`config.mk`:
```
export PLATFORM = sky130hd
export DESIGN_NAME = tenths_to_bcd_display_digits_core
export DESIGN_NICKNAME = d
export VERILOG_FILES = /design/src/hw/rtl/ttbd_pkg.sv /design/src/hw/rtl/ttbd_digit.sv /design/src/hw/rtl/tenths_to_bcd_display_digits_core.sv
export SDC_FILE = /design/constraint.sdc
export NUM_CORES = 1
export LEC_CHECK = 0
export BUFFER_PORTS_ARGS = -buffer_cell sky130_fd_sc_hd__buf_2
export CAP_MARGIN = 5
export CORE_MARGIN = 2
export CORE_UTILIZATION = 30
export CTS_BUF_LIST = sky130_fd_sc_hd__clkbuf_8 sky130_fd_sc_hd__clkbuf_16
export DETAILED_ROUTE_END_ITERATION = 12
export GPL_TIMING_DRIVEN = 0
export PLACE_DENSITY = 0.47
export SLEW_MARGIN = 30
export SYNTH_ARGS = -nofsm -noshare
export SYNTH_HDL_FRONTEND = slang
export SYNTH_HIERARCHICAL = 1
export SYNTH_SLANG_ARGS = --single-unit
export TNS_END_PERCENT = 5
```
`constraint.sdc`:
```
create_clock -name i_clk -period 13.4 [get_ports i_clk]
set_input_delay 2.68 -clock i_clk [delete_from_list [all_inputs] [get_ports i_clk]]
set_output_delay 2.68 -clock i_clk [all_outputs]
set_load 0.02 [all_outputs]
```
`src/hw/rtl/ttbd_pkg.sv`:
```
// Shared constants and helpers for the tenths-to-BCD display digit block.
// No dependencies; used by ttbd_digit and tenths_to_bcd_display_digits_core.
package ttbd_pkg;

    localparam int NUM_DIGITS_DEF = 4;
    localparam int NUM_DIGITS_MAX = 8;

    localparam int READING_W = 16;
    localparam int BASE_W    = 4;
    localparam int ADDR_W    = 5;
    localparam int DATA_W    = 8;
    localparam int IDX_W     = 3;   // digit index, wide enough for NUM_DIGITS_MAX
    localparam int POW_W     = 24;  // holds 10^7

    localparam logic [BASE_W-1:0] BASE_RESET = 4'd1;
    localparam logic [DATA_W-1:0] DP_BIT     = 8'h80;
    localparam logic [DATA_W-1:0] BLANK_CODE = 8'h0F;

    // x/10 for any 16-bit x: (x * 0xCCCD) >> 19
    localparam logic [16:0] RECIP10 = 17'd52429;
    localparam int          RECIP_SHIFT = 19;

    function automatic logic [POW_W-1:0] pow10(input logic [IDX_W-1:0] idx);
        logic [POW_W-1:0] p;
        case (idx)
            3'd0:    p = 24'd1;
            3'd1:    p = 24'd10;
            3'd2:    p = 24'd100;
            3'd3:    p = 24'd1000;
            3'd4:    p = 24'd10000;
            3'd5:    p = 24'd100000;
            3'd6:    p = 24'd1000000;
            3'd7:    p = 24'd10000000;
            default: p = 24'd1;
        endcase
        return p;
    endfunction

endpackage

```
`src/hw/rtl/ttbd_digit.sv`:
```
// One digit step: splits the remaining value into digit and quotient and
// formats the register write. Depends on ttbd_pkg.
module ttbd_digit (
    input  logic [ttbd_pkg::READING_W-1:0] i_rest,
    input  logic [ttbd_pkg::READING_W-1:0] i_reading,
    input  logic [ttbd_pkg::IDX_W-1:0]     i_idx,
    input  logic [ttbd_pkg::BASE_W-1:0]    i_base,
    output logic [ttbd_pkg::READING_W-1:0] o_quot,
    output logic [ttbd_pkg::ADDR_W-1:0]    o_addr,
    output logic [ttbd_pkg::DATA_W-1:0]    o_data
);
    import ttbd_pkg::*;

    logic [READING_W+16:0] prod;
    logic [READING_W-1:0]  times10;
    logic [READING_W-1:0]  rem;
    logic                  blank;

    always_comb begin
        prod    = {16'd0, i_rest} * {{READING_W{1'b0}}, RECIP10};
        o_quot  = READING_W'(prod >> RECIP_SHIFT);
        times10 = (o_quot << 3) + (o_quot << 1);
        rem     = i_rest - times10;

        // leading digits from index 2 up go blank below 10^idx
        blank = (i_idx >= 3'd2) && ({{(POW_W-READING_W){1'b0}}, i_reading} < pow10(i_idx));

        if (blank) begin
            o_data = BLANK_CODE;
        end else begin
            o_data = {4'd0, rem[3:0]};
            if (i_idx == 3'd1) begin
                o_data = o_data | DP_BIT;
            end
        end

        o_addr = {1'b0, i_base} + ADDR_W'(i_idx);
    end

endmodule

```
`src/hw/rtl/tenths_to_bcd_display_digits_core.sv`:
```
// A single divide-by-ten step is shared by all digits of a reading; each digit enters
// the output register when it is empty or draining, and a new reading is taken as the
// last digit leaves. Throughput: one digit write per cycle while i_out_ready is high.
// Reset (synchronous, active low): pipeline empty, digit base address = 1.
// Top level: digit serializer plus output register. Depends on ttbd_pkg, ttbd_digit.
module tenths_to_bcd_display_digits_core #(
    parameter int NUM_DIGITS = ttbd_pkg::NUM_DIGITS_DEF
) (
    input  logic                           i_clk,
    input  logic                           i_rst_n,

    input  logic                           i_cfg_valid,
    output logic                           o_cfg_ready,
    input  logic [ttbd_pkg::BASE_W-1:0]    i_cfg_digit_base_addr,

    input  logic                           i_in_valid,
    output logic                           o_in_ready,
    input  logic [ttbd_pkg::READING_W-1:0] i_reading_tenths,

    output logic                           o_out_valid,
    input  logic                           i_out_ready,
    output logic [ttbd_pkg::ADDR_W-1:0]    o_reg_addr,
    output logic [ttbd_pkg::DATA_W-1:0]    o_reg_data,
    output logic                           o_last_digit
);
    import ttbd_pkg::*;

    localparam int IW = (NUM_DIGITS > 1) ? $clog2(NUM_DIGITS) : 1;
    localparam logic [IW-1:0] LAST_IDX = IW'(NUM_DIGITS - 1);

    logic [BASE_W-1:0]    r_base;
    logic                 r_busy;
    logic [READING_W-1:0] r_rest;
    logic [READING_W-1:0] r_reading;
    logic [IW-1:0]        r_idx;

    logic                 r_out_valid;
    logic [ADDR_W-1:0]    r_addr;
    logic [DATA_W-1:0]    r_data;
    logic                 r_last;

    logic                 advance;
    logic                 at_last;
    logic                 accept;
    logic [READING_W-1:0] n_rest;
    logic [ADDR_W-1:0]    n_addr;
    logic [DATA_W-1:0]    n_data;

    ttbd_digit u_digit (
        .i_rest    (r_rest),
        .i_reading (r_reading),
        .i_idx     (IDX_W'(r_idx)),
        .i_base    (r_base),
        .o_quot    (n_rest),
        .o_addr    (n_addr),
        .o_data    (n_data)
    );

    // next digit moves into the output register when it is empty or draining
    assign advance     = r_busy && (!r_out_valid || i_out_ready);
    assign at_last     = (r_idx == LAST_IDX);
    assign o_in_ready  = !r_busy || (advance && at_last);
    assign accept      = i_in_valid && o_in_ready;
    assign o_cfg_ready = 1'b1;

    always_ff @(posedge i_clk) begin
        if (!i_rst_n) begin
            r_base      <= BASE_RESET;
            r_busy      <= 1'b0;
            r_out_valid <= 1'b0;
        end else begin
            if (i_cfg_valid) begin
                r_base <= i_cfg_digit_base_addr;
            end
            if (accept) begin
                r_busy <= 1'b1;
            end else if (advance && at_last) begin
                r_busy <= 1'b0;
            end
            if (advance) begin
                r_out_valid <= 1'b1;
            end else if (i_out_ready) begin
                r_out_valid <= 1'b0;
            end
        end
    end

    always_ff @(posedge i_clk) begin
        if (accept) begin
            r_rest    <= i_reading_tenths;
            r_reading <= i_reading_tenths;
            r_idx     <= '0;
        end else if (advance) begin
            r_rest <= n_rest;
            r_idx  <= r_idx + IW'(1);
        end
        if (advance) begin
            r_addr <= n_addr;
            r_data <= n_data;
            r_last <= at_last;
        end
    end

    assign o_out_valid  = r_out_valid;
    assign o_reg_addr   = r_addr;
    assign o_reg_data   = r_data;
    assign o_last_digit = r_last;

endmodule

```
After elaboration in Yosys (flattened, before gate mapping)
Memory sizes are Yosys's and may differ from the RTL's. A register that Yosys moved wholly into a read port is not among the register bits.
Cells that the tools add are included.
{"block": "totals", "output_inout_bits": 17, "regBits": 54, "romBits": 168, "word_cells": 39, "inputBits": 25, "mem_count": 1}
{"memory": "(no name shown)", "words": 8, "width": 21, "read_ports": 1, "rd_clocked_by_memory_dff": 1, "wr": 0, "line_no": "ttbd_pkg.sv:25", "source": "case (idx)"}
{"block": "classes", "n_mul": 1, "reduce_logical": 11, "addsub": 4, "n_mux": 9, "n_eq_ne": 2, "order_cmp": 2}
{"operator": "multiplier 16 x 16 -> 32 bit, second input constant", "count": 1}
{"operator": "two-way mux 16 bit", "count": 2}
{"operator": "less-than comparator 16 x 24 -> 1 bit", "count": 1}
{"operator": "two-way mux 8 bit", "count": 1}
{"operator": "two-way mux 3 bit", "count": 2}
{"operator": "nonzero test 2 bit", "count": 3}
{"operator": "adder 4 x 2 -> 5 bit", "count": 1}
{"operator": "adder 4 bit", "count": 1}
{"operator": "logical AND 1 bit", "count": 4}
{"operator": "two-way mux 1 bit", "count": 4}
{"operator": "subtractor 4 bit", "count": 1}
{"operator": "adder 2 x 1 -> 2 bit, second input constant", "count": 1}
{"operator": "equality test 2 x 1 -> 1 bit, second input constant", "count": 1}
{"operator": "equality test 2 bit, second input constant", "count": 1}
{"operator": "greater-or-equal comparator 2 bit, second input constant", "count": 1}
{"operator": "zero test 1 bit", "count": 2}
{"operator": "logical OR 1 bit", "count": 2}

Depth between registers and ports, before layout
Gate-level depths: netlist of run 1.
{"block": "logic_depth", "depth_word": 7, "depth_mapped": 28, "depth_no_buf": 28}

Modules after synthesis
The synthesis of run 1 kept the hierarchy.
{"mod": "ttbd_digit", "instances": 1, "cells_per_inst": 590, "area_per_inst_um2": 5450.2, "seq_area_each_um2": 0.0}
{"mod": "tenths_to_bcd_display_digits_core", "instances": 1, "cells_per_inst": 102, "area_per_inst_um2": 2006.9, "seq_area_each_um2": 1541.5}

Worst setup path before layout of run 1
Ideal clock, no wire load.
{"block": "synth_path", "path_kind": "flip-flop to flip-flop", "start": "register r_rest[1]", "end": "register r_data[3] (netlist: o_reg_data[3]), data pin", "stages_incl_launch_ff": 26, "period_less_slack_ns": 6.273, "n_path_buf": 0, "t_arrival_ns": 6.011, "setup_ns": 0.262, "slack_ns": 7.127, "required_time_ns": 13.138, "path_cell_list": "edfxtp_1 ha_1 xor2_1 ha_1 fa_1 fa_1 fa_1 inv_1 fa_1 inv_1 ha_1 and3_1 o2111ai_1 a21oi_1 a21oi_1 o21ai_0 a21oi_1 xnor2_1 ha_1 xor2_1 and2_1 o21a_1 a21oi_1 o221ai_1 nor3b_1 mux2i_1"}
{"block": "synth_via", "elab_chain_cells": 4}
{"item": "from (decl)", "line_no": "tenths_to_bcd_display_digits_core.sv:33", "source": "logic [READING_W-1:0] r_rest;"}
{"item": "from (signal assigned)", "line_no": "tenths_to_bcd_display_digits_core.sv:90", "source": "r_rest <= i_reading_tenths;"}
{"item": "from (signal assigned)", "line_no": "tenths_to_bcd_display_digits_core.sv:94", "source": "r_rest <= n_rest;"}
{"item": "multiplier 16 x 16 -> 32 bit", "line_no": "ttbd_digit.sv:20", "source": "prod = {16'd0, i_rest} * {{READING_W{1'b0}}, RECIP10};"}
{"item": "via n_rest[1]", "line_no": "tenths_to_bcd_display_digits_core.sv:45", "source": "logic [READING_W-1:0] n_rest;"}
{"item": "adder 4 bit", "line_no": "ttbd_digit.sv:22", "source": "times10 = (o_quot << 3) + (o_quot << 1);"}
{"item": "subtractor 4 bit", "line_no": "ttbd_digit.sv:23", "source": "rem = i_rest - times10;"}
{"item": "two-way mux 8 bit", "line_no": "ttbd_digit.sv:32", "source": "if (i_idx == 3'd1) begin"}
{"item": "to (signal assigned)", "line_no": "tenths_to_bcd_display_digits_core.sv:99", "source": "r_data <= n_data;"}
{"item": "to (decl)", "line_no": "tenths_to_bcd_display_digits_core.sv:39", "source": "logic [DATA_W-1:0] r_data;"}
The timed path passes the listed nets, and every way through them passes these cells.
A chain may end at the register's enable or synchronous reset.

Worst setup path in the final report of run 1
Same ends and word-level chain as after synthesis.

==> results of run 1 <==
## cells in the mapped netlist (all sizes together), types with 3 or more instances
cell | n | area share [%]
o21a | 10 | 1.0
a21o | 13 | 1.4
clkbuf | 3 | 0.15
nor3b | 3 | 0.37
a211o | 4 | 0.49
o21ai | 16 | 1.1
nand2b | 9 | 0.86
buf | 10 | 1.1
nand3 | 4 | 0.27
nor4 | 3 | 0.45
o311ai | 4 | 0.47
nor3 | 10 | 0.67
mux2i | 6 | 0.81
ha | 156 | 26
a21oi | 28 | 1.9
xnor2 | 10 | 1.2
nand2 | 27 | 1.4
fa | 81 | 22
dfxtp | 8 | 2.1
a211oi | 3 | 0.30
conb | 3 | 0.15
xor2 | 12 | 1.4
edfxtp | 46 | 19
nor2b | 7 | 0.69
nor2 | 13 | 0.69
o2111ai | 3 | 0.35
mux2 | 16 | 3.2
inv | 158 | 8.0
## worst paths after layout
kind / startpoint / to / slack, ns / depth (start not counted)
worst min register to register: r_base[0]$_SDFFE_PN1P_ / r_base[0]$_SDFFE_PN1P_ / 0.49 / 2
worst max-delay path: r_rest[1]$_DFFE_PP_ / o_reg_data[3]$_DFFE_PP_ / 6.31 / 25
worst min-delay path: r_base[0]$_SDFFE_PN1P_ / r_base[0]$_SDFFE_PN1P_ / 0.49 / 2
worst max register to register: r_rest[1]$_DFFE_PP_ / o_reg_data[3]$_DFFE_PP_ / 6.31 / 25
## logic make-up (layout without fill, tap and decap cells)
group / Yosys count / in the layout / share of synthesized area, %
other cells: 3 / 9 / 0.151
flops: 54 / 54 / 20.7
xor+xnor: 22 / 22 / 2.58
compound gates: 92 / 92 / 8.64
simple gates: 91 / 91 / 6.80
fa+ha+maj: 237 / 237 / 47.9
buf+inv: 171 / 218 / 9.21
mux: 22 / 22 / 4.03
## state kept, by name (all words and copies together), names as in the netlist
register      cells
o_last_digit      1
o_out_valid       1
o_reg_addr        5
o_reg_data        8
r_base            4
r_busy            1
r_idx             2
r_reading        16
r_rest           16
## routing by layer
metal,wire length [um],vias to the layer above,share of wire [%]
met1,8160,2235,51
met2,7370,30,46
met5,0,-,0
met4,249,0,1.6
li1,-,2407,-
met3,272,11,1.7
## per-stage QoR
| stage | setup WS [ns] | instances | utilization [%] | instance area (um^2) |
|---|---|---|---|---|
| after floorplan | 7.13 | 698 | - | 7480 |
| after global placement | 6.22 | 1061 | 33.1 | 8080 |
| after detailed placement | 6.21 | 1061 | 33.1 | 8080 |
| after CTS | 6.19 | 1069 | 33.8 | 8240 |
| after global routing | 5.81 | 1069 | 33.8 | 8240 |
| final | 6.31 | 1069 | 33.8 | 8240 |
## layout make-up
class                   instances  area share [%]
multi-input cells             473            63.8
repair buffers                 39            2.37
well taps                     324            4.92
flip-flops and latches         54            18.7
clock buffers                   5            1.52
inverters                     158            7.20
clock inverters                 3           0.349
plain buffers                  13            1.14
## tightest hold or removal path: cells and delay by family (launching register included)
kind / cells / cell delay, ns
DFF: 1 / 0.34
muxes: 1 / 0.07
and+or+nand+nor: 1 / 0.06
==> results.sh, run 1 <==
export IMPL_hold_path_class="flop to flop"
export IMPL_finalCritPeriodShare_pct=52.9
export IMPL_status="complete, no violations"
export IMPL_ys_seq_area_share_pct=20.7
export IMPL_syn_area_mm2=0.00746
export IMPL_vias=4683
export IMPL_relSlewSlack_pct=50.5
export IMPL_crit_path_end_kind="flop"
export IMPL_grt_pass1_vias=4993
export IMPL_final_cell_mix="158 x inv_1, 156 x ha_1, 81 x fa_1"
export IMPL_rsz0062_at_grt="no"
export IMPL_cts_clk_slew_worst_paths_ns=0.08
export IMPL_vias_per_cell=4.38
export IMPL_grt_pass1_wl_mm=26.7
export IMPL_clockBufferDepth=2
export IMPL_timing_hold_ws_ns=0.488
export IMPL_cp_num_buf_inv=2
export IMPL_die_y_um=162
export IMPL_worst_pin_slew_ns=0.741
export IMPL_rows=57
export IMPL_dr_pass1_iters=4
export IMPL_drcViolationCount=0
export IMPL_drive_gt1_share_pct=11.9
export IMPL_cts_htree_levels=2
export IMPL_core_area_mm2=0.0244
export IMPL_die_area_mm2=0.0261
export IMPL_ctsResizeCount=0
export IMPL_fin_nets=1006
export IMPL_worstSkewPairLatency_ns=0.30
export IMPL_period_needed_ns=7.09
export IMPL_start_util_pct=30.6
export IMPL_cts_root_buf="clkbuf_16"
export IMPL_crit_slowest_cell="fa_1"
export IMPL_required_ns=13.45
export IMPL_filler_cell_count=2529
export IMPL_worstSetupStartpointType="flop"
export IMPL_grt_start_max_net_pins=26
export IMPL_drv_slew=0
export IMPL_achievable_frequency_mhz=141
export IMPL_synth_avg_cell_area_um2=10.8
export IMPL_cts_tree="yes"
export IMPL_final_seq_area_mm2=0.00154
export IMPL_wl_per_cell_um=15.0
export IMPL_busiest_layer="met2"
export IMPL_gr_usage_met1_pct=18.9
export IMPL_max_cap_viol_count=0
export IMPL_io_buffers=39
export IMPL_ys_types=60
export IMPL_mostFrequentLayoutCell="inv_1"
export IMPL_gr_total_overflow=0
export IMPL_die_width_um=162
export IMPL_ios=42
export IMPL_synth_enable_flop_cells=46
export IMPL_finalHoldViolCount=0
export IMPL_worstPathMaxFanout=7
export IMPL_cp_top_family="adder cells"
export IMPL_finalSetupViolCount=0
export IMPL_ctsHoldBuffers=0
export IMPL_grt_antenna_before_repair=0
export IMPL_met2_usage_pct=21.1
export IMPL_place_gp_congestion=0.832
export IMPL_setup_worst_path_class="flop to flop"
export IMPL_fin_tns_setup_ns=0
export IMPL_postRouteAntennaNets=0
export IMPL_fin_skew_ns=0.00917
export IMPL_critPathArrivalTime_ns=7.14
export IMPL_cts_sinks=54
export IMPL_antenna_cells=0
export IMPL_grtUsageMet3_pct=1.23
export IMPL_async_reset_ff_share_pct=0
export IMPL_drt_iter0_drc=222
export IMPL_cp_slowest_stage_delay_ns=0.56
export IMPL_postSynthCellCount=692
export IMPL_dp_hpwl_mm=14.0
export IMPL_multi_input_area_mm2=0.00525
export IMPL_cts_made_buffers=5
export IMPL_cts_setup_buffers=0
export IMPL_routed_wl_mm=16.1
export IMPL_synthToLayoutAreaGrowth_pct=10.5
export IMPL_ys_seq_elements=54
export IMPL_synthFlopType="edfxtp_1"
export IMPL_gr_usage_all_layers_pct=13.0
export IMPL_synth_warnings=6
Power of run 1 is left out: the tool's default activity adds up to more than one toggle a clock period on the data nets, which glitch-free logic cannot reach.
==> inputs of run 2 (changes only) <==
==> constraint.sdc (replaced) <==
create_clock -name i_clk -period 7 [get_ports i_clk]
set_input_delay 1.4 -clock i_clk [delete_from_list [all_inputs] [get_ports i_clk]]
set_output_delay 1.4 -clock i_clk [all_outputs]
set_load 0.02 [all_outputs]
==> run 2 against run 1 <==
  * Via count up 0.47%
  * Final cell count is 0.75% higher
  * Clock skew is essentially flat
  * Sequential share of layout area shrank 0.19 points
  * Global-route usage is the same
  * Die area stayed put
  * Critical path depth increased by 1
  * Critical endpoint unchanged
==> results.sh, run 2 (synthesis results as in run 1) <==
export IMPL_postPlaceCellArea_mm2=0.00808
export IMPL_worst_r2r_path_depth=26
export IMPL_mostFrequentLayoutCell="inv_1"
export IMPL_hold_path_depth=2
export IMPL_crit_path_end_kind="flop"
export IMPL_min_from="r_base[0]$_SDFFE_PN1P_"
export IMPL_start_util_pct=30.6
export IMPL_postRouteAntennaNets=0
export IMPL_cts_sinks=54
export IMPL_timing_rr_end="o_reg_data[3]$_DFFE_PP_"
export IMPL_worstSetupStartpointType="flop"
export IMPL_routed_wl_mm=16.0
export IMPL_r2r_start="r_rest[12]$_DFFE_PP_"
export IMPL_gr_usage_all_layers_pct=13.0
export IMPL_cts_tree="yes"
export IMPL_cts_clk_slew_worst_paths_ns=0.08
export IMPL_drv_slew=0
export IMPL_finalSetupViolCount=0
export IMPL_rows=57
export IMPL_finalCritPeriodShare_pct=94.7
export IMPL_dp_cells=1061
export IMPL_crit_start="r_rest[12]$_DFFE_PP_"
export IMPL_worstSkewPairLatency_ns=0.30
export IMPL_die_area_mm2=0.0261
export IMPL_cts_made_buffers=5
export IMPL_die_width_um=162
export IMPL_grt_pass1_wl_mm=26.7
export IMPL_cts_htree_levels=2
export IMPL_final_cell_mix="158 x inv_1, 154 x ha_1, 81 x fa_1"
export IMPL_finalHoldViolCount=0
export IMPL_ctsHoldBuffers=0
export IMPL_final_area_mm2=0.00832
export IMPL_r2r_setup_slack_ns=0.37
export IMPL_grt_start_max_net_pins=26
export IMPL_dp_hpwl_mm=14.0
export IMPL_drive_gt1_share_pct=13.4
export IMPL_die_y_um=162
export IMPL_critPathArrivalTime_ns=6.67
export IMPL_place_gp_congestion=0.832
export IMPL_vias=4705
export IMPL_synthToLayoutAreaGrowth_pct=11.6
export IMPL_antenna_cells=0
export IMPL_ios=42
export IMPL_fin_nets=1014
export IMPL_fin_skew_ns=0.00930
export IMPL_grt_antenna_before_repair=0
export IMPL_setup_worst_path_class="flop to flop"
export IMPL_vias_per_cell=4.37
export IMPL_core_area_mm2=0.0244
export IMPL_worst_pin_slew_ns=0.741
export IMPL_whs_endpoint="r_base[0]$_SDFFE_PN1P_"
export IMPL_cts_root_buf="clkbuf_16"
export IMPL_status="complete, no violations"
export IMPL_grt_pass1_vias=4993
export IMPL_hold_path_class="flop to flop"
export IMPL_relSlewSlack_pct=50.6
export IMPL_clockBufferDepth=2
export IMPL_period_needed_ns=6.63
export IMPL_gr_total_overflow=0
export IMPL_wl_per_cell_um=14.9
export IMPL_drcViolationCount=0
export IMPL_dr_pass1_iters=4
export IMPL_io_buffers=39
export IMPL_worstPathMaxFanout=5
export IMPL_required_ns=7.05
export IMPL_drt_iter0_drc=205
export IMPL_max_cap_viol_count=0
export IMPL_achievable_frequency_mhz=151
export IMPL_fin_cells=1077
run 2: cell count changes in the layout (fill, tap and decap cells not counted):
| cell | change |
|---|---|
| buf_4 | +8 |
| ha_1 | -2 |
| o21ai_2 | +1 |
| o21ai_0 | -1 |
| ha_4 | +1 |
| a21oi_1 | -1 |
| a21oi_2 | +1 |
| ha_2 | +1 |
run 2: metrics by stage:
stage	setup slack, ns	hold WS (ns)	TNS (ns)	util [%]
2_1_floorplan	0.727	0.444	0	-
3_3_place_gp	-0.175	0.470	-0.175	33.1
3_5_place_dp	-0.189	0.471	-0.189	33.1
4_1_cts	0.0977	0.492	0	33.8
5_1_grt	-0.00843	0.518	-0.00843	34.1
6_report	0.373	0.488	0	34.1
run 2: metal layers:
metal / share of wire, % / GRT usage [%] / up-vias / wire length [um]
met3: 2.0 / 1.23 / 11 / 313
met1: 50 / 18.9 / 2237 / 8100
met5: 0 / 0 / - / 0
li1: - / - / 2424 / -
met4: 1.6 / 2.74 / 0 / 249
met2: 46 / 21.1 / 33 / 7380
run 2: critical path, cell delays in order (launching register included):
cell and delay [ns]:
edfxtp_1 0.57, ha_1 0.38, ha_1 0.28, inv_1 0.05
fa_1 0.49, inv_1 0.05, fa_1 0.46, fa_1 0.54
inv_1 0.05, fa_1 0.53, inv_1 0.04, ha_1 0.34
a21o_1 0.24, nor3_1 0.21, o21ai_0 0.13, a21oi_1 0.27
o21ai_2 0.09, a21oi_1 0.17, xnor2_1 0.18, ha_2 0.25
xor2_1 0.07, and2_1 0.20, o21a_1 0.19, a21oi_1 0.11
o221ai_1 0.15, nor3b_1 0.21, mux2i_1 0.09
run 2: repair_timing:
item / CTS / global route
cloned: 0 / 0
resized for setup: 2 / 4
buffers inserted: 0 / 8
endpoints found under the setup margin: 1 / 1
pin swaps: 0 / 2
run 2: worst max path at each step:
stage | slack (ns) | cells after the start | endpoint
6_report | 0.37 | 26 | o_reg_data[3]$_DFFE_PP_
3_5_place_dp | -0.19 | 25 | o_reg_data[3]$_DFFE_PP_
5_1_grt | -0.008 | 26 | o_reg_data[3]$_DFFE_PP_
3_3_place_gp | -0.18 | 25 | o_reg_data[3]$_DFFE_PP_
2_1_floorplan | 0.73 | 25 | o_reg_data[3]$_DFFE_PP_
4_1_cts | 0.1 | 24 | o_reg_data[3]$_DFFE_PP_
run 2: layout make-up:
type                            instances  area (um^2)
Clock buffer                            5          125
Sequential cell                        54         1540
Clock inverter                          3         28.8
Inverter                              158          593
Buffer                                 13         93.8
Tap cell                              324          405
Fill cell                            2530        16100
Multi-Input combinational cell        473         5280
Timing Repair Buffer                   47          255
Power of run 2 is left out for the same reason.
==> inputs of run 3 (changes only) <==
--- a/config.mk
+++ b/config.mk
@@ -8,11 +8,11 @@
 export BUFFER_PORTS_ARGS = -buffer_cell sky130_fd_sc_hd__buf_2
 export CAP_MARGIN = 5
 export CORE_MARGIN = 2
-export CORE_UTILIZATION = 30
+export CORE_UTILIZATION = 60
 export CTS_BUF_LIST = sky130_fd_sc_hd__clkbuf_8 sky130_fd_sc_hd__clkbuf_16
 export DETAILED_ROUTE_END_ITERATION = 12
 export GPL_TIMING_DRIVEN = 0
-export PLACE_DENSITY = 0.47
+export PLACE_DENSITY = 0.81
 export SLEW_MARGIN = 30
 export SYNTH_ARGS = -nofsm -noshare
 export SYNTH_HDL_FRONTEND = slang
==> run 3 against run 2 <==
  * Utilization increased by 33 points
  * Sequential share of layout area increased by 0.48 points
  * Highest routed layer unchanged
  * Flip-flop and latch count unchanged
  * Clock skew decreased by 0.0058 ns
==> results.sh, run 3 (synthesis results as in run 1) <==
export IMPL_status="complete, no violations"
export IMPL_start_util_pct=61.8
export IMPL_cts_htree_levels=2
export IMPL_dp_hpwl_mm=13.1
export IMPL_hold_path_class="flop to flop"
export IMPL_ios=42
export IMPL_cp_slowest_stage_delay_ns=0.54
export IMPL_synthToLayoutAreaGrowth_pct=8.72
export IMPL_cp_top_family="adder cells"
export IMPL_period_needed_ns=6.76
export IMPL_path_depth=25
export IMPL_min_from="r_base[0]$_SDFFE_PN1P_"
export IMPL_antenna_cells=0
export IMPL_drv_slew=0
export IMPL_fin_tns_setup_ns=0
export IMPL_die_width_um=115
export IMPL_postRouteAntennaNets=0
export IMPL_achievable_frequency_mhz=148
export IMPL_grt_start_max_net_pins=26
export IMPL_timing_rr_end="o_reg_data[3]$_DFFE_PP_"
export IMPL_fin_skew_ns=0.00352
export IMPL_relSlewSlack_pct=48.0
export IMPL_cts_clk_slew_worst_paths_ns=0.07
export IMPL_clockBufferDepth=2
export IMPL_die_y_um=115
export IMPL_drt_iter0_drc=275
export IMPL_final_cell_mix="158 x inv_1, 155 x ha_1, 81 x fa_1"
export IMPL_drive_gt1_share_pct=13.3
export IMPL_vias=4997
export IMPL_worst_pin_slew_ns=0.779
export IMPL_gr_total_overflow=0
export IMPL_die_area_mm2=0.0133
export IMPL_place_gp_congestion=0.970
export IMPL_rows=40
export IMPL_crit_end="o_reg_data[3]$_DFFE_PP_"
export IMPL_critPathArrivalTime_ns=6.80
export IMPL_worst_r2r_path_depth=25
export IMPL_routed_wl_mm=15.5
export IMPL_cts_tree="yes"
export IMPL_wl_per_cell_um=16.9
export IMPL_filler_cell_count=908
export IMPL_grt_pass1_wl_mm=25.4
export IMPL_r2r_setup_slack_ns=0.24
export IMPL_cts_root_buf="clkbuf_16"
export IMPL_r2r_start="r_rest[1]$_DFFE_PP_"
export IMPL_core_area_mm2=0.0121
export IMPL_finalHoldViolCount=0
export IMPL_worstPathMaxFanout=6
export IMPL_worstSetupStartpointType="flop"
export IMPL_vias_per_cell=5.44
export IMPL_crit_path_frequent_cell="fa_1"
export IMPL_max_cap_viol_count=0
export IMPL_grt_pass1_vias=5294
export IMPL_crit_path_end_kind="flop"
export IMPL_cts_sinks=54
export IMPL_worstSkewPairLatency_ns=0.29
export IMPL_cts_made_buffers=5
export IMPL_crit_start="r_rest[1]$_DFFE_PP_"
export IMPL_finalSetupViolCount=0
export IMPL_fin_nets=1012
export IMPL_grt_antenna_before_repair=0
export IMPL_cp_num_buf_inv=2
export IMPL_io_buffers=39
export IMPL_gr_usage_all_layers_pct=24.7
export IMPL_drcViolationCount=0
export IMPL_mostFrequentLayoutCell="inv_1"
export IMPL_crit_slowest_cell="fa_1"
export IMPL_rsz0062_at_grt="no"
export IMPL_dr_pass1_iters=4
export IMPL_finalCritPeriodShare_pct=96.5
export IMPL_required_ns=7.04
export IMPL_setup_worst_path_class="flop to flop"
export IMPL_ctsHoldBuffers=0
-- run 3: cell count changes in the layout (fill, tap and decap cells not counted), sizes merged --
| cell | delta |
|---|---|
| buf | -2 |
-- run 3: layout make-up --
type	instances	area, um^2	share of cell area (%)
inverters	158	593	7.31
repair buffers	45	240	2.96
flip-flops and latches	54	1540	19.0
multi-input cells	473	5280	65.1
well taps	168	210	2.59
clock inverters	3	28.8	0.355
plain buffers	13	93.8	1.16
clock buffers	5	125	1.54
-- run 3: how the worst min path moves through the flow --
stage	end	slack [ns]	cells past startpoint
2_1_floorplan	r_base[0]$_SDFFE_PN1P_	0.44	2
4_1_cts	r_idx[1]$_SDFFE_PP0P_	0.50	2
6_report	r_base[0]$_SDFFE_PN1P_	0.49	2
3_5_place_dp	r_base[0]$_SDFFE_PN1P_	0.48	2
3_3_place_gp	r_base[0]$_SDFFE_PN1P_	0.46	2
5_1_grt	r_idx[1]$_SDFFE_PP0P_	0.52	2
-- run 3: worst min-delay path: stages (launching register included) --
cell and delay [ns]:
dfxtp_1 0.34, mux2i_1 0.07, nand2_1 0.06
-- run 3: per-stage QoR --
step                      util [%]  hold slack (ns)  cell area, um^2  std cells  setup slack [ns]
after floorplan                  -            0.444             7480        698             0.727
after global placement        65.4            0.461             7890        905            0.0431
after detailed placement      65.4            0.482             7890        905           -0.0995
after CTS                     66.7            0.501             8040        913            0.0152
after global routing          67.2            0.522             8110        919            0.0339
final                         67.2            0.492             8110        919             0.244
-- run 3: repair_timing --
item | in CTS | in global routing
endpoints found under the setup margin | 1 | 1
setup buffers | 0 | 6
gates resized for setup | 1 | 5
pin swaps | 0 | 1
-- run 3: routing by layer --
layer / routed length [um] / up-vias / GRT usage (%)
met2: 7930 / 111 / 43.4
met3: 663 / 23 / 3.29
met4: 342 / 0 / 6.51
li1: - / 2401 / -
met1: 6610 / 2462 / 32.5
met5: 0 / - / 0
Power of run 3 is left out for the same reason.
